**config.mk**
```make
export PLATFORM = sky130hd
export DESIGN_NAME = wfc_queue
export DESIGN_NICKNAME = d
export VERILOG_FILES = /design/src/rtl/waypoint_follow_controller_assert.svh /design/src/rtl/wfc_pkg.sv /design/src/rtl/wfc_queue.sv
export SDC_FILE = /design/constraint.sdc
export NUM_CORES = 1
export LEC_CHECK = 0
export BUFFER_PORTS_ARGS = -buffer_cell sky130_fd_sc_hd__buf_4
export CAP_MARGIN = 25
export CORE_ASPECT_RATIO = 0.75
export CORE_MARGIN = 2
export CORE_UTILIZATION = 25
export DETAILED_ROUTE_END_ITERATION = 16
export GPL_ROUTABILITY_DRIVEN = 0
export SYNTH_ARGS = -nofsm -noshare
export SYNTH_HDL_FRONTEND = slang
export SYNTH_SLANG_ARGS = --single-unit
```
**constraint.sdc**
```tcl
create_clock -name clk -period 3.8 [get_ports clk]
set_clock_uncertainty 0.2 [all_clocks]
set_input_delay 0.38 -clock clk [delete_from_list [all_inputs] [get_ports clk]]
set_output_delay 0.38 -clock clk [all_outputs]
set_load 0.01 [all_outputs]
```
**src/rtl/waypoint_follow_controller_assert.svh**
```systemverilog
// ----------------------------------------------------------------------------
// waypoint follow controller assertion macros
// concurrent checks sampled on clk, switched off while rst_n is low
// ----------------------------------------------------------------------------
`ifndef WAYPOINT_FOLLOW_CONTROLLER_ASSERT_SVH
`define WAYPOINT_FOLLOW_CONTROLLER_ASSERT_SVH

`ifndef SYNTH

// property holds at every edge
`define WFC_ASSERT_ALWAYS(label, expr) \
  label: assert property (@(posedge clk) disable iff (!rst_n) (expr)) \
    else $error("wfc check failed");

// consequent holds in the same cycle
`define WFC_ASSERT_IMPL(label, ante, cons) \
  label: assert property (@(posedge clk) disable iff (!rst_n) (ante) |-> (cons)) \
    else $error("wfc check failed");

// consequent holds in the next cycle
`define WFC_ASSERT_NEXT(label, ante, cons) \
  label: assert property (@(posedge clk) disable iff (!rst_n) (ante) |=> (cons)) \
    else $error("wfc check failed");

`else

`define WFC_ASSERT_ALWAYS(label, expr)
`define WFC_ASSERT_IMPL(label, ante, cons)
`define WFC_ASSERT_NEXT(label, ante, cons)

`endif

`endif

```
**src/rtl/wfc_pkg.sv**
```systemverilog
// ----------------------------------------------------------------------------
// wfc_pkg
// shared item types, codes and fixed constants of the waypoint follower
// ----------------------------------------------------------------------------
package wfc_pkg;

  typedef struct packed {
    logic [1:0]         func;
    logic signed [23:0] pos_x;
    logic signed [23:0] pos_y;
    logic signed [15:0] heading;
    logic               first_point;
    logic               blocked;
    logic [2:0]         command;
  } in_item_t;

  typedef struct packed {
    logic [14:0]        linear_speed;
    logic signed [15:0] angular_speed;
    logic [2:0]         phase;
  } out_item_t;

  typedef struct packed {
    logic        en;
    logic [2:0]  index;
    logic [22:0] data;
  } cfg_wr_t;

  // item kinds
  localparam logic [1:0] FUNC_LOAD = 2'd0;
  localparam logic [1:0] FUNC_CMD  = 2'd1;
  localparam logic [1:0] FUNC_TICK = 2'd2;

  // commands
  localparam logic [2:0] CMD_PAUSE  = 3'd0;
  localparam logic [2:0] CMD_RESUME = 3'd1;
  localparam logic [2:0] CMD_STOP   = 3'd2;
  localparam logic [2:0] CMD_MANUAL = 3'd3;
  localparam logic [2:0] CMD_AUTO   = 3'd4;

  // phases
  localparam logic [2:0] PH_IDLE   = 3'd0;
  localparam logic [2:0] PH_DRIVE  = 3'd1;
  localparam logic [2:0] PH_ROTATE = 3'd2;
  localparam logic [2:0] PH_ALIGN  = 3'd3;
  localparam logic [2:0] PH_DWELL  = 3'd4;
  localparam logic [2:0] PH_SPIN   = 3'd5;
  localparam logic [2:0] PH_CREEP  = 3'd6;

  // register indexes
  localparam logic [2:0] CFG_CRUISE     = 3'd0;
  localparam logic [2:0] CFG_TURN       = 3'd1;
  localparam logic [2:0] CFG_SLOW       = 3'd2;
  localparam logic [2:0] CFG_SLOW_RAD   = 3'd3;
  localparam logic [2:0] CFG_ARRIVE_RAD = 3'd4;
  localparam logic [2:0] CFG_ALIGN_TOL  = 3'd5;
  localparam logic [2:0] CFG_ALIGN_TRIG = 3'd6;
  localparam logic [2:0] CFG_DWELL      = 3'd7;

  localparam logic [14:0] RST_CRUISE     = 15'd1024;
  localparam logic [14:0] RST_TURN       = 15'd2048;
  localparam logic [14:0] RST_SLOW       = 15'd410;
  localparam logic [22:0] RST_SLOW_RAD   = 23'd9830;
  localparam logic [22:0] RST_ARRIVE_RAD = 23'd3277;
  localparam logic [14:0] RST_ALIGN_TOL  = 15'd1638;
  localparam logic [14:0] RST_ALIGN_TRIG = 15'd4096;
  localparam logic [15:0] RST_DWELL      = 16'd100;

  // angle word, radians times 8192
  localparam int ANGW = 20;
  localparam logic signed [ANGW-1:0] ANG_PI      = 20'sd25736;
  localparam logic signed [ANGW-1:0] ANG_2PI     = 20'sd51472;
  localparam logic signed [ANGW-1:0] ANG_HALF_PI = 20'sd12868;
  localparam logic signed [ANGW-1:0] NEAR_BIAS   = 20'sd82;
  localparam logic signed [28:0]     PI_Q24      = 29'sd52707179;

  // ceil(2^20 / 20), exact for the steering quotient over 16-bit operands
  localparam logic [24:0] STEER_RECIP = 25'd52429;

  // request queue
  localparam int QDEPTH = 4;
  localparam int QAW    = 2;

  function automatic logic signed [ANGW-1:0] wrap_angle(input logic signed [ANGW-1:0] b);
    logic signed [ANGW-1:0] r;
    r = b;
    if (b > ANG_PI) begin
      r = b - ANG_2PI;
    end else if (b <= -ANG_PI) begin
      r = b + ANG_2PI;
    end
    return r;
  endfunction

  // atan(2^-i), radians times 2^24
  function automatic logic [26:0] atan_q24(input logic [4:0] i);
    logic [26:0] r;
    unique case (i)
      5'd0:  r = 27'd13176795;
      5'd1:  r = 27'd7778716;
      5'd2:  r = 27'd4110060;
      5'd3:  r = 27'd2086331;
      5'd4:  r = 27'd1047214;
      5'd5:  r = 27'd524117;
      5'd6:  r = 27'd262123;
      5'd7:  r = 27'd131069;
      5'd8:  r = 27'd65536;
      5'd9:  r = 27'd32768;
      5'd10: r = 27'd16384;
      5'd11: r = 27'd8192;
      5'd12: r = 27'd4096;
      5'd13: r = 27'd2048;
      5'd14: r = 27'd1024;
      5'd15: r = 27'd512;
      5'd16: r = 27'd256;
      5'd17: r = 27'd128;
      5'd18: r = 27'd64;
      5'd19: r = 27'd32;
      5'd20: r = 27'd16;
      5'd21: r = 27'd8;
      5'd22: r = 27'd4;
      5'd23: r = 27'd2;
      default: r = 27'd0;
    endcase
    return r;
  endfunction

endpackage

```
**src/rtl/wfc_queue.sv**
```systemverilog
// ----------------------------------------------------------------------------
// wfc_queue
// short request queue between the front end and the execution back end
// ----------------------------------------------------------------------------
module wfc_queue (
  input  logic              clk,
  input  logic              rst_n,
  input  logic              push,
  input  wfc_pkg::in_item_t push_data,
  output logic              full,
  output logic              pop_valid,
  output wfc_pkg::in_item_t pop_data,
  input  logic              pop
);

  wfc_pkg::in_item_t       mem_r [wfc_pkg::QDEPTH];
  logic [wfc_pkg::QAW-1:0] wp_r, wp_nxt;
  logic [wfc_pkg::QAW-1:0] rp_r, rp_nxt;
  logic [wfc_pkg::QAW:0]   cnt_r, cnt_nxt;
  logic                    do_push, do_pop;

  assign full      = (cnt_r == (wfc_pkg::QAW+1)'(wfc_pkg::QDEPTH));
  assign pop_valid = (cnt_r != '0);
  assign pop_data  = mem_r[rp_r];
  assign do_push   = push && !full;
  assign do_pop    = pop && pop_valid;

  always_comb begin
    wp_nxt  = do_push ? wp_r + 1'b1 : wp_r;
    rp_nxt  = do_pop ? rp_r + 1'b1 : rp_r;
    cnt_nxt = cnt_r;
    if (do_push && !do_pop) begin
      cnt_nxt = cnt_r + 1'b1;
    end else if (do_pop && !do_push) begin
      cnt_nxt = cnt_r - 1'b1;
    end
  end

  always_ff @(posedge clk) begin
    if (!rst_n) begin
      wp_r  <= '0;
      rp_r  <= '0;
      cnt_r <= '0;
    end else begin
      wp_r  <= wp_nxt;
      rp_r  <= rp_nxt;
      cnt_r <= cnt_nxt;
    end
  end

  always_ff @(posedge clk) begin
    if (do_push) begin
      mem_r[wp_r] <= push_data;
    end
  end

endmodule

```
==> key figures, run 1 <==
Run status
  – Result of the run: finished, final reports clean

Timing
  – Final setup margin: 849.2 ps
  – Fmax achieved: 0.3389 GHz
  – Final Hold Violating Endpoints: 0
  – Relative slew margins: 0.5737
  – Worst Tran Pin Value: 638.1 ps
  – RSZ-0062 raised after global routing: false
  – Minimum clock period after layout: 2951 ps
  – Portion of the clock cycle consumed by the worst path in the final layout: 0.7765
  – Count of pins over their slew limit: 0
  – Setup Total Neg Slack: 0 ps
  – Endpoints failing setup: 0
  – Worst Hold Margin: 76.58 ps

Setup path
  – Startpoint types: flip-flop
  – Worst path cell trace: buf_4 -> mux4_2 -> buf_4
  – Data required, critical path: 3220 ps
  – Highest-delay cell along the critical path: sky130_fd_sc_hd__mux4_2
  – Endpoint type of the worst setup path: output pin
  – Max stage delay on crit path: 600 ps
  – Largest fanout on the critical path: 23
  – R2R Setup Slk: around 1100 ps
  – Arrival time of data at the critical path endpoint: ~2400 ps
  – Critical path start-end classification: flip-flop to output pin
  – Crit path top cell by count: sky130_fd_sc_hd__buf_4

CTS
  – Clock-pin slew on the worst setup and hold paths: 60 ps
  – Post-CTS Resized: 0
  – Clock tree root buffer cell: sky130_fd_sc_hd__clkbuf_16
  – CTS tree: done
  – Clock insertion delay at the later pin of the skew report: 560 ps
  – Sinks on the clock net: 293
  – Number of setup buffers added after CTS: 0
  – Max H-tree Level: 1
  – Number of hold buffers added after cts: slightly above 70
  – CTS buffer count: 29
  – Worst-case clock buffer depth: 3

Place
  – Post-DP Area: 12560 um^2
  – Placed insts: 1124
  – DP HPWL: 12470 um
  – Setup slack at placement: ~1100 ps
  – Number of buffer cells added on primary ports: 147

Global routing
  – Initial antenna violation count: 0
  – First-pass GRT wire length: 32030 um
  – GR Util All Layers: 0.09349
  – Total grt overflow: 0
  – Global routing met1 resource utilization: 0.1228
  – Routing usage on met3: 0.02292
  – Layer carrying the most global-route usage: met2
  – Met2 usage in global routing: 0.1569
  – Pin count of the biggest net entering global routing: 38
  – Number of global-route vias before repair: 5379

Finish
  – Final Non-Filler Cells: 1249
  – Layout overhead on the synthesized area: 31.80%
  – Share of final-layout standard cells stronger than drive strength 1: 0.4044
  – Number of filler instances in the final layout: 3993
  – Post-layout utilization of the core: 0.3360
  – Post-route cell area: 14240 um^2
  – Number of antenna diodes: 0
  – Net count of the finished layout: 739

Synth
  – Warning count from the yosys run: 0
  – Async set or reset register ratio after synthesis: 0
  – Top cell type by total area after synthesis: sky130_fd_sc_hd__edfxtp_1
  – Number of register bits inferred by synthesis: 293
  – Nets in the synthesized netlist: 500
  – Ranking of synthesized cells by area: sky130_fd_sc_hd__edfxtp_1 (79%), sky130_fd_sc_hd__mux4_2 (15%), sky130_fd_sc_hd__dfxtp_1 (1.7%)
  – Post-synthesis average cell area: about 26 um^2
  – Netlist cell types: 22
  – Number of enable flip-flop cells after synthesis: 284
  – Synth top area share: 0.7895
  – Post-synthesis cell count: 419
  – Seq/Total Area, Yosys: 0.8062
  – Dominant synthesized flop cell: sky130_fd_sc_hd__edfxtp_1
  – Post-synthesis instance area: 10800 um^2

Detailed routing
  – Drc violations: 0
  – Pre-Repair DR Iteration Count: 4
  – Routed length per instance: 17.05 um
  – Antenna Nets Post-Route: 0
  – Number of DRC markers in iteration 0: 236
  – DR vias/cell: 4.018
  – Overall routed net length: 21300 um
  – Via count: between 5000 and 6000

Die
  – Ports placed on the boundary: 148
  – Die height: around 180 um
  – Core Footprint: 42370 um^2
  – Die Area: approximately 45000 um^2
  – Die boundary width: 244.0 um
  – Starting density of the core: 0.2549
  – Row Count: 65

Pwr
  – Total net switching power: 2.361 mW
  – Fraction of power consumed by the clock network: 0.311
  – Cell Int Power: 6.813 mW
  – Combinational share of power: 0.244
  – Static Leak: approximately 4.7 nW
  – Largest voltage drop on the vdd net: 402.3 uV
  – Power density over cell area: 644.5 nW/um^2
  – Share of power burned in registers: 0.445
  – Switching portion of total power: 0.2574
  – Total power: 9.175 mW

Min path
  – Min-Delay Path Class: primary input to flip-flop

Flow run
  – Max-cap check violation count: 0
## placed cells by master, fill, tap and decap left out, drive strengths merged
cell	netlist	routed
nand2	4	4
dfxtp	9	9
clkinv	0	11
edfxtp	284	284
and2	8	8
o31ai	1	1
dlygate4sd3	0	72
nor3b	1	1
nor2b	2	2
o311ai	1	1
xor2	1	1
clkinvlp	0	2
inv	3	5
a21boi	1	1
or3	2	2
mux2i	3	3
xnor2	3	3
clkbuf	2	34
bufinv	0	4
o21ai	1	1
ha	5	5
buf	16	154
fa	1	1
mux4	71	71
## logic make-up after synthesis
| kind of cell | Yosys count | share of synthesized area |
|---|---|---|
| AND/OR/NAND/NOR | 17 | 0.009498 |
| XOR/XNOR | 4 | 0.003244 |
| flip-flops | 293 | 0.8062 |
| adder cells (fa/ha/maj) | 6 | 0.007645 |
| AO/OA/AOI/OAI | 4 | 0.003127 |
| buffers and inverters | 21 | 0.01946 |
| multiplexers | 74 | 0.1508 |
## worst max-delay path: cells and delay by family (launching register included)
| kind | cells | cell delay (ps) |
|---|---|---|
| buf+inv | 2 | 650 |
| mux | 1 | 600 |
| flops | 1 | 530 |
## sequential cells by signal, indices dropped and copies added, names as in the netlist, named ones only
register,flops
cnt_r,3
mem_r,284
rp_r,2
wp_r,2
## layout make-up
class,instances,area (um^2),area share
Inverter,3,11.26,0.0007910
Clock buffer,34,744.5,0.05229
Sequential cell,293,8716,0.6122
Tap cell,569,711.9,0.05001
Multi-Input combinational cell,105,1893,0.1330
Clock inverter,19,207.7,0.01459
Timing Repair Buffer,226,1952,0.1371
## path summary, 6_finish.rpt
path | startpoint | endpoint | cells after the start
worst max-delay path | flip-flop | pop_data[25] | 3
worst min-delay path | pop | rp_r[0] | 4
worst max register to register | cnt_r[0] | cnt_r[2] | 8
worst min register to register | wp_r[1] | wp_r[1] | 2
## power by group through the flow
stage               Sequential, mW  Clock [mW]  Combinational [mW]
finish                        4.08        2.85                2.24
global route                  4.12        3.08                2.42
CTS                           4.09        2.95                2.32
detailed placement            4.16           0                2.24
global placement              4.15           0                2.24
floorplan                     4.07           0                1.43
## cells in the mapped netlist (all sizes together), types with 2 or more instances
master and instances:
edfxtp 284, nand2 4, clkbuf 2, dfxtp 9
mux4 71, mux2i 3, nor2b 2, ha 5
buf 16, or3 2, xnor2 3, and2 8
inv 3
## per-layer routing
layer  vias to the layer above  wire length, um
met5                         -                0
met1                      2594             9525
li1                       2267                -
met4                         0              457
met2                       124            10310
met3                        34             1004
Power figures use the tool's default switching activity.
==> run 2, diff against run 1 <==
clock period = 2.4 ns   (was 3.8 ns; I/O delays follow)
==> key figures, run 2 (synthesized netlist as in run 1, its figures left out) <==
Run status
  – Result of the run: finished, final reports clean (unchanged)

Detailed routing
  – Drc violations: 0 (unchanged)
  – Antenna Nets Post-Route: 0 (unchanged)
  – Number of DRC markers in iteration 0: 320 (was 236)
  – Via count: 5130 (was 5019)
  – DR vias/cell: 4.036 (was 4.018)
  – Overall routed net length: 22840 um (was 21300 um)
  – Pre-Repair DR Iteration Count: 4 (unchanged)
  – Routed length per instance: 17.97 um (was 17.05 um)

Timing
  – Relative slew margins: 0.7703 (was 0.5737)
  – Fmax achieved: 0.4177 GHz
  – Portion of the clock cycle consumed by the worst path in the final layout: 0.9974
  – RSZ-0062 raised after global routing: true (was false)
  – Count of pins over their slew limit: 0 (unchanged)
  – Minimum clock period after layout: 2394 ps
  – Worst Hold Margin: 45.23 ps (was 76.58 ps)
  – Endpoints failing setup: 0 (unchanged)
  – Final Hold Violating Endpoints: 0 (unchanged)
  – Final setup margin: 6.209 ps (was 849.2 ps)
  – Worst Tran Pin Value: 339.1 ps (was 638.1 ps)

Die
  – Die height: 184.0 um (unchanged)
  – Die boundary width: 244.0 um (unchanged)
  – Ports placed on the boundary: 148 (unchanged)
  – Core Footprint: 42370 um^2 (unchanged)
  – Starting density of the core: 0.2549 (unchanged)
  – Row Count: 65 (unchanged)
  – Die Area: 44900 um^2 (unchanged)

Global routing
  – Pin count of the biggest net entering global routing: 40 (was 38)
  – Initial antenna violation count: 0 (unchanged)
  – First-pass GRT wire length: 34230 um (was 32030 um)
  – GR Util All Layers: 0.1008 (was 0.09349)
  – Number of global-route vias before repair: 5546 (was 5379)
  – Total grt overflow: 0 (unchanged)

Place
  – Number of buffer cells added on primary ports: 147 (unchanged)
  – DP HPWL: 12650 um (was 12470 um)
  – Setup slack at placement: 99.47 ps (was 1092 ps)

CTS
  – CTS buffer count: 30 (was 29)
  – Worst-case clock buffer depth: 3 (unchanged)
  – Clock insertion delay at the later pin of the skew report: 560 ps (about the same)
  – Clock tree root buffer cell: sky130_fd_sc_hd__clkbuf_16 (unchanged)
  – Sinks on the clock net: 293 (unchanged)
  – CTS tree: done (unchanged)
  – Max H-tree Level: 1 (unchanged)
  – Clock-pin slew on the worst setup and hold paths: 60 ps (about the same)

Pwr
  – Combinational share of power: 0.293 (was 0.244)
  – Static Leak: 4.965 nW (was 4.714 nW)
  – Power density over cell area: 1046 nW/um^2 (was 644.5 nW/um^2)
  – Share of power burned in registers: 0.411 (was 0.445)
  – Switching portion of total power: 0.2588 (was 0.2574)
  – Total net switching power: 4.015 mW (was 2.361 mW)
  – Fraction of power consumed by the clock network: 0.296 (was 0.311)
  – Total power: 15.52 mW (was 9.175 mW)
  – Largest voltage drop on the vdd net: 588.3 uV (was 402.3 uV)
  – Cell Int Power: 11.50 mW (was 6.813 mW)

Setup path
  – Endpoint type of the worst setup path: output pin (unchanged)
  – Arrival time of data at the critical path endpoint: 1950 ps (was 2370 ps)
  – Data required, critical path: 1960 ps (was 3220 ps)
  – Max stage delay on crit path: 550 ps (was 600 ps)
  – Largest fanout on the critical path: 7 (was 23)
  – Critical path start-end classification: flip-flop to output pin (unchanged)
  – Startpoint types: flip-flop (unchanged)
  – Worst path cell trace: buf_12 -> buf_16 -> mux4_2 -> buf_6 (was buf_4 -> mux4_2 -> buf_4)
  – Highest-delay cell along the critical path: sky130_fd_sc_hd__mux4_2 (unchanged)

Min path
  – Min-Delay Path Class: primary input to flip-flop (unchanged)

Finish
  – Number of antenna diodes: 0 (unchanged)
  – Post-layout utilization of the core: 0.3501 (was 0.3360)
  – Most common cell after layout, fill and taps aside: sky130_fd_sc_hd__edfxtp_1 (unchanged)
  – Number of filler instances in the final layout: 3914 (was 3993)
  – Register bank with the most flops: mem_r (unchanged)
  – Layout overhead on the synthesized area: 37.33% (was 31.80%)
  – Share of final-layout standard cells stronger than drive strength 1: 0.4231 (was 0.4044)
  – Number of flip-flops under the largest register name: 284 (unchanged)
  – Leading registers by flop count: mem_r x284, cnt_r x3 (unchanged)
  – Commonest cells after routing, fill and taps aside: sky130_fd_sc_hd__edfxtp_1 (284), sky130_fd_sc_hd__buf_4 (98), sky130_fd_sc_hd__dlygate4sd3_1 (74), sky130_fd_sc_hd__mux4_2 (71), sky130_fd_sc_hd__buf_6 (54) (was sky130_fd_sc_hd__edfxtp_1 (284), sky130_fd_sc_hd__buf_4 (148), sky130_fd_sc_hd__dlygate4sd3_1 (72), sky130_fd_sc_hd__mux4_2 (71), sky130_fd_sc_hd__clkbuf_16 (29))
  – Net count of the finished layout: 759 (was 739)

Flow run
  – Max-cap check violation count: 0 (unchanged)
-- run 2: cell types whose count changed in the layout (fill, tap and decap cells not counted), sizes merged --
cell	change
buf	+16
clkbuf	+7
dlygate4sd3	+2
bufinv	-1
clkinv	-1
clkinvlp	-1
-- run 2: per-layer routing --
metal  global-route usage  vias up  part of all wire
met4              0.02390        0             0.022
met3              0.02525       35             0.048
met2               0.1633      109              0.48
met5                    0        -                 0
met1               0.1364     2672              0.45
li1                     -     2314                 -
-- run 2: worst paths after layout --
check / start / slack [ps] / cells after the start / end
hold / removal: push / 50 / 4 / wp_r[1]
hold reg to reg: wp_r[1] / 310 / 2 / wp_r[1]
setup reg to reg: cnt_r[2] / 130 / 8 / cnt_r[2]
setup / recovery: flip-flop / 6 / 4 / pop_data[11]
-- run 2: power groups by stage --
stage	Combinational, mW	Sequential [mW]	Clock, mW
final	4.54	6.38	4.60
after global routing	4.86	6.43	4.99
after CTS	4.59	6.38	4.79
after detailed placement	3.69	6.52	0
after global placement	3.68	6.49	0
after floorplan	2.27	6.42	0
-- run 2: critical path, delay by kind of cell (launching register included) --
kind / cells / cell delay, ps
multiplexers: 1 / 550
buffers and inverters: 3 / 450
flip-flops: 1 / 380
-- run 2: through the flow --
| step | cell area (um^2) | TNS, ps | cells |
|---|---|---|---|
| final | 14830 | 0 | 1271 |
| after global routing | 14830 | -4089 | 1271 |
| after CTS | 14790 | -2174 | 1270 |
| after detailed placement | 12690 | 0 | 1131 |
| after global placement | 12690 | 0 | 1131 |
| after floorplan | 10810 | 0 | 419 |
-- run 2: what timing repair did --
action / in CTS / in global routing
resized for setup: 58 / 5
setup endpoints to repair: 65 / 71
setup buffers: 6 / 0
hold buffers: 74 / 0
endpoints found under the hold margin: 293 / 0
cloned: 4 / 1
-- run 2: final cells by class --
type / count / area [um^2] / share of cell area
Sequential cell: 293 / 8718 / 0.5877
Timing Repair Buffer: 245 / 2515 / 0.1695
Multi-Input combinational cell: 105 / 1902 / 0.1282
Clock buffer: 40 / 809.5 / 0.05457
Tap cell: 569 / 711.9 / 0.04799
Clock inverter: 16 / 166.4 / 0.01122
Inverter: 3 / 11.26 / 0.0007591
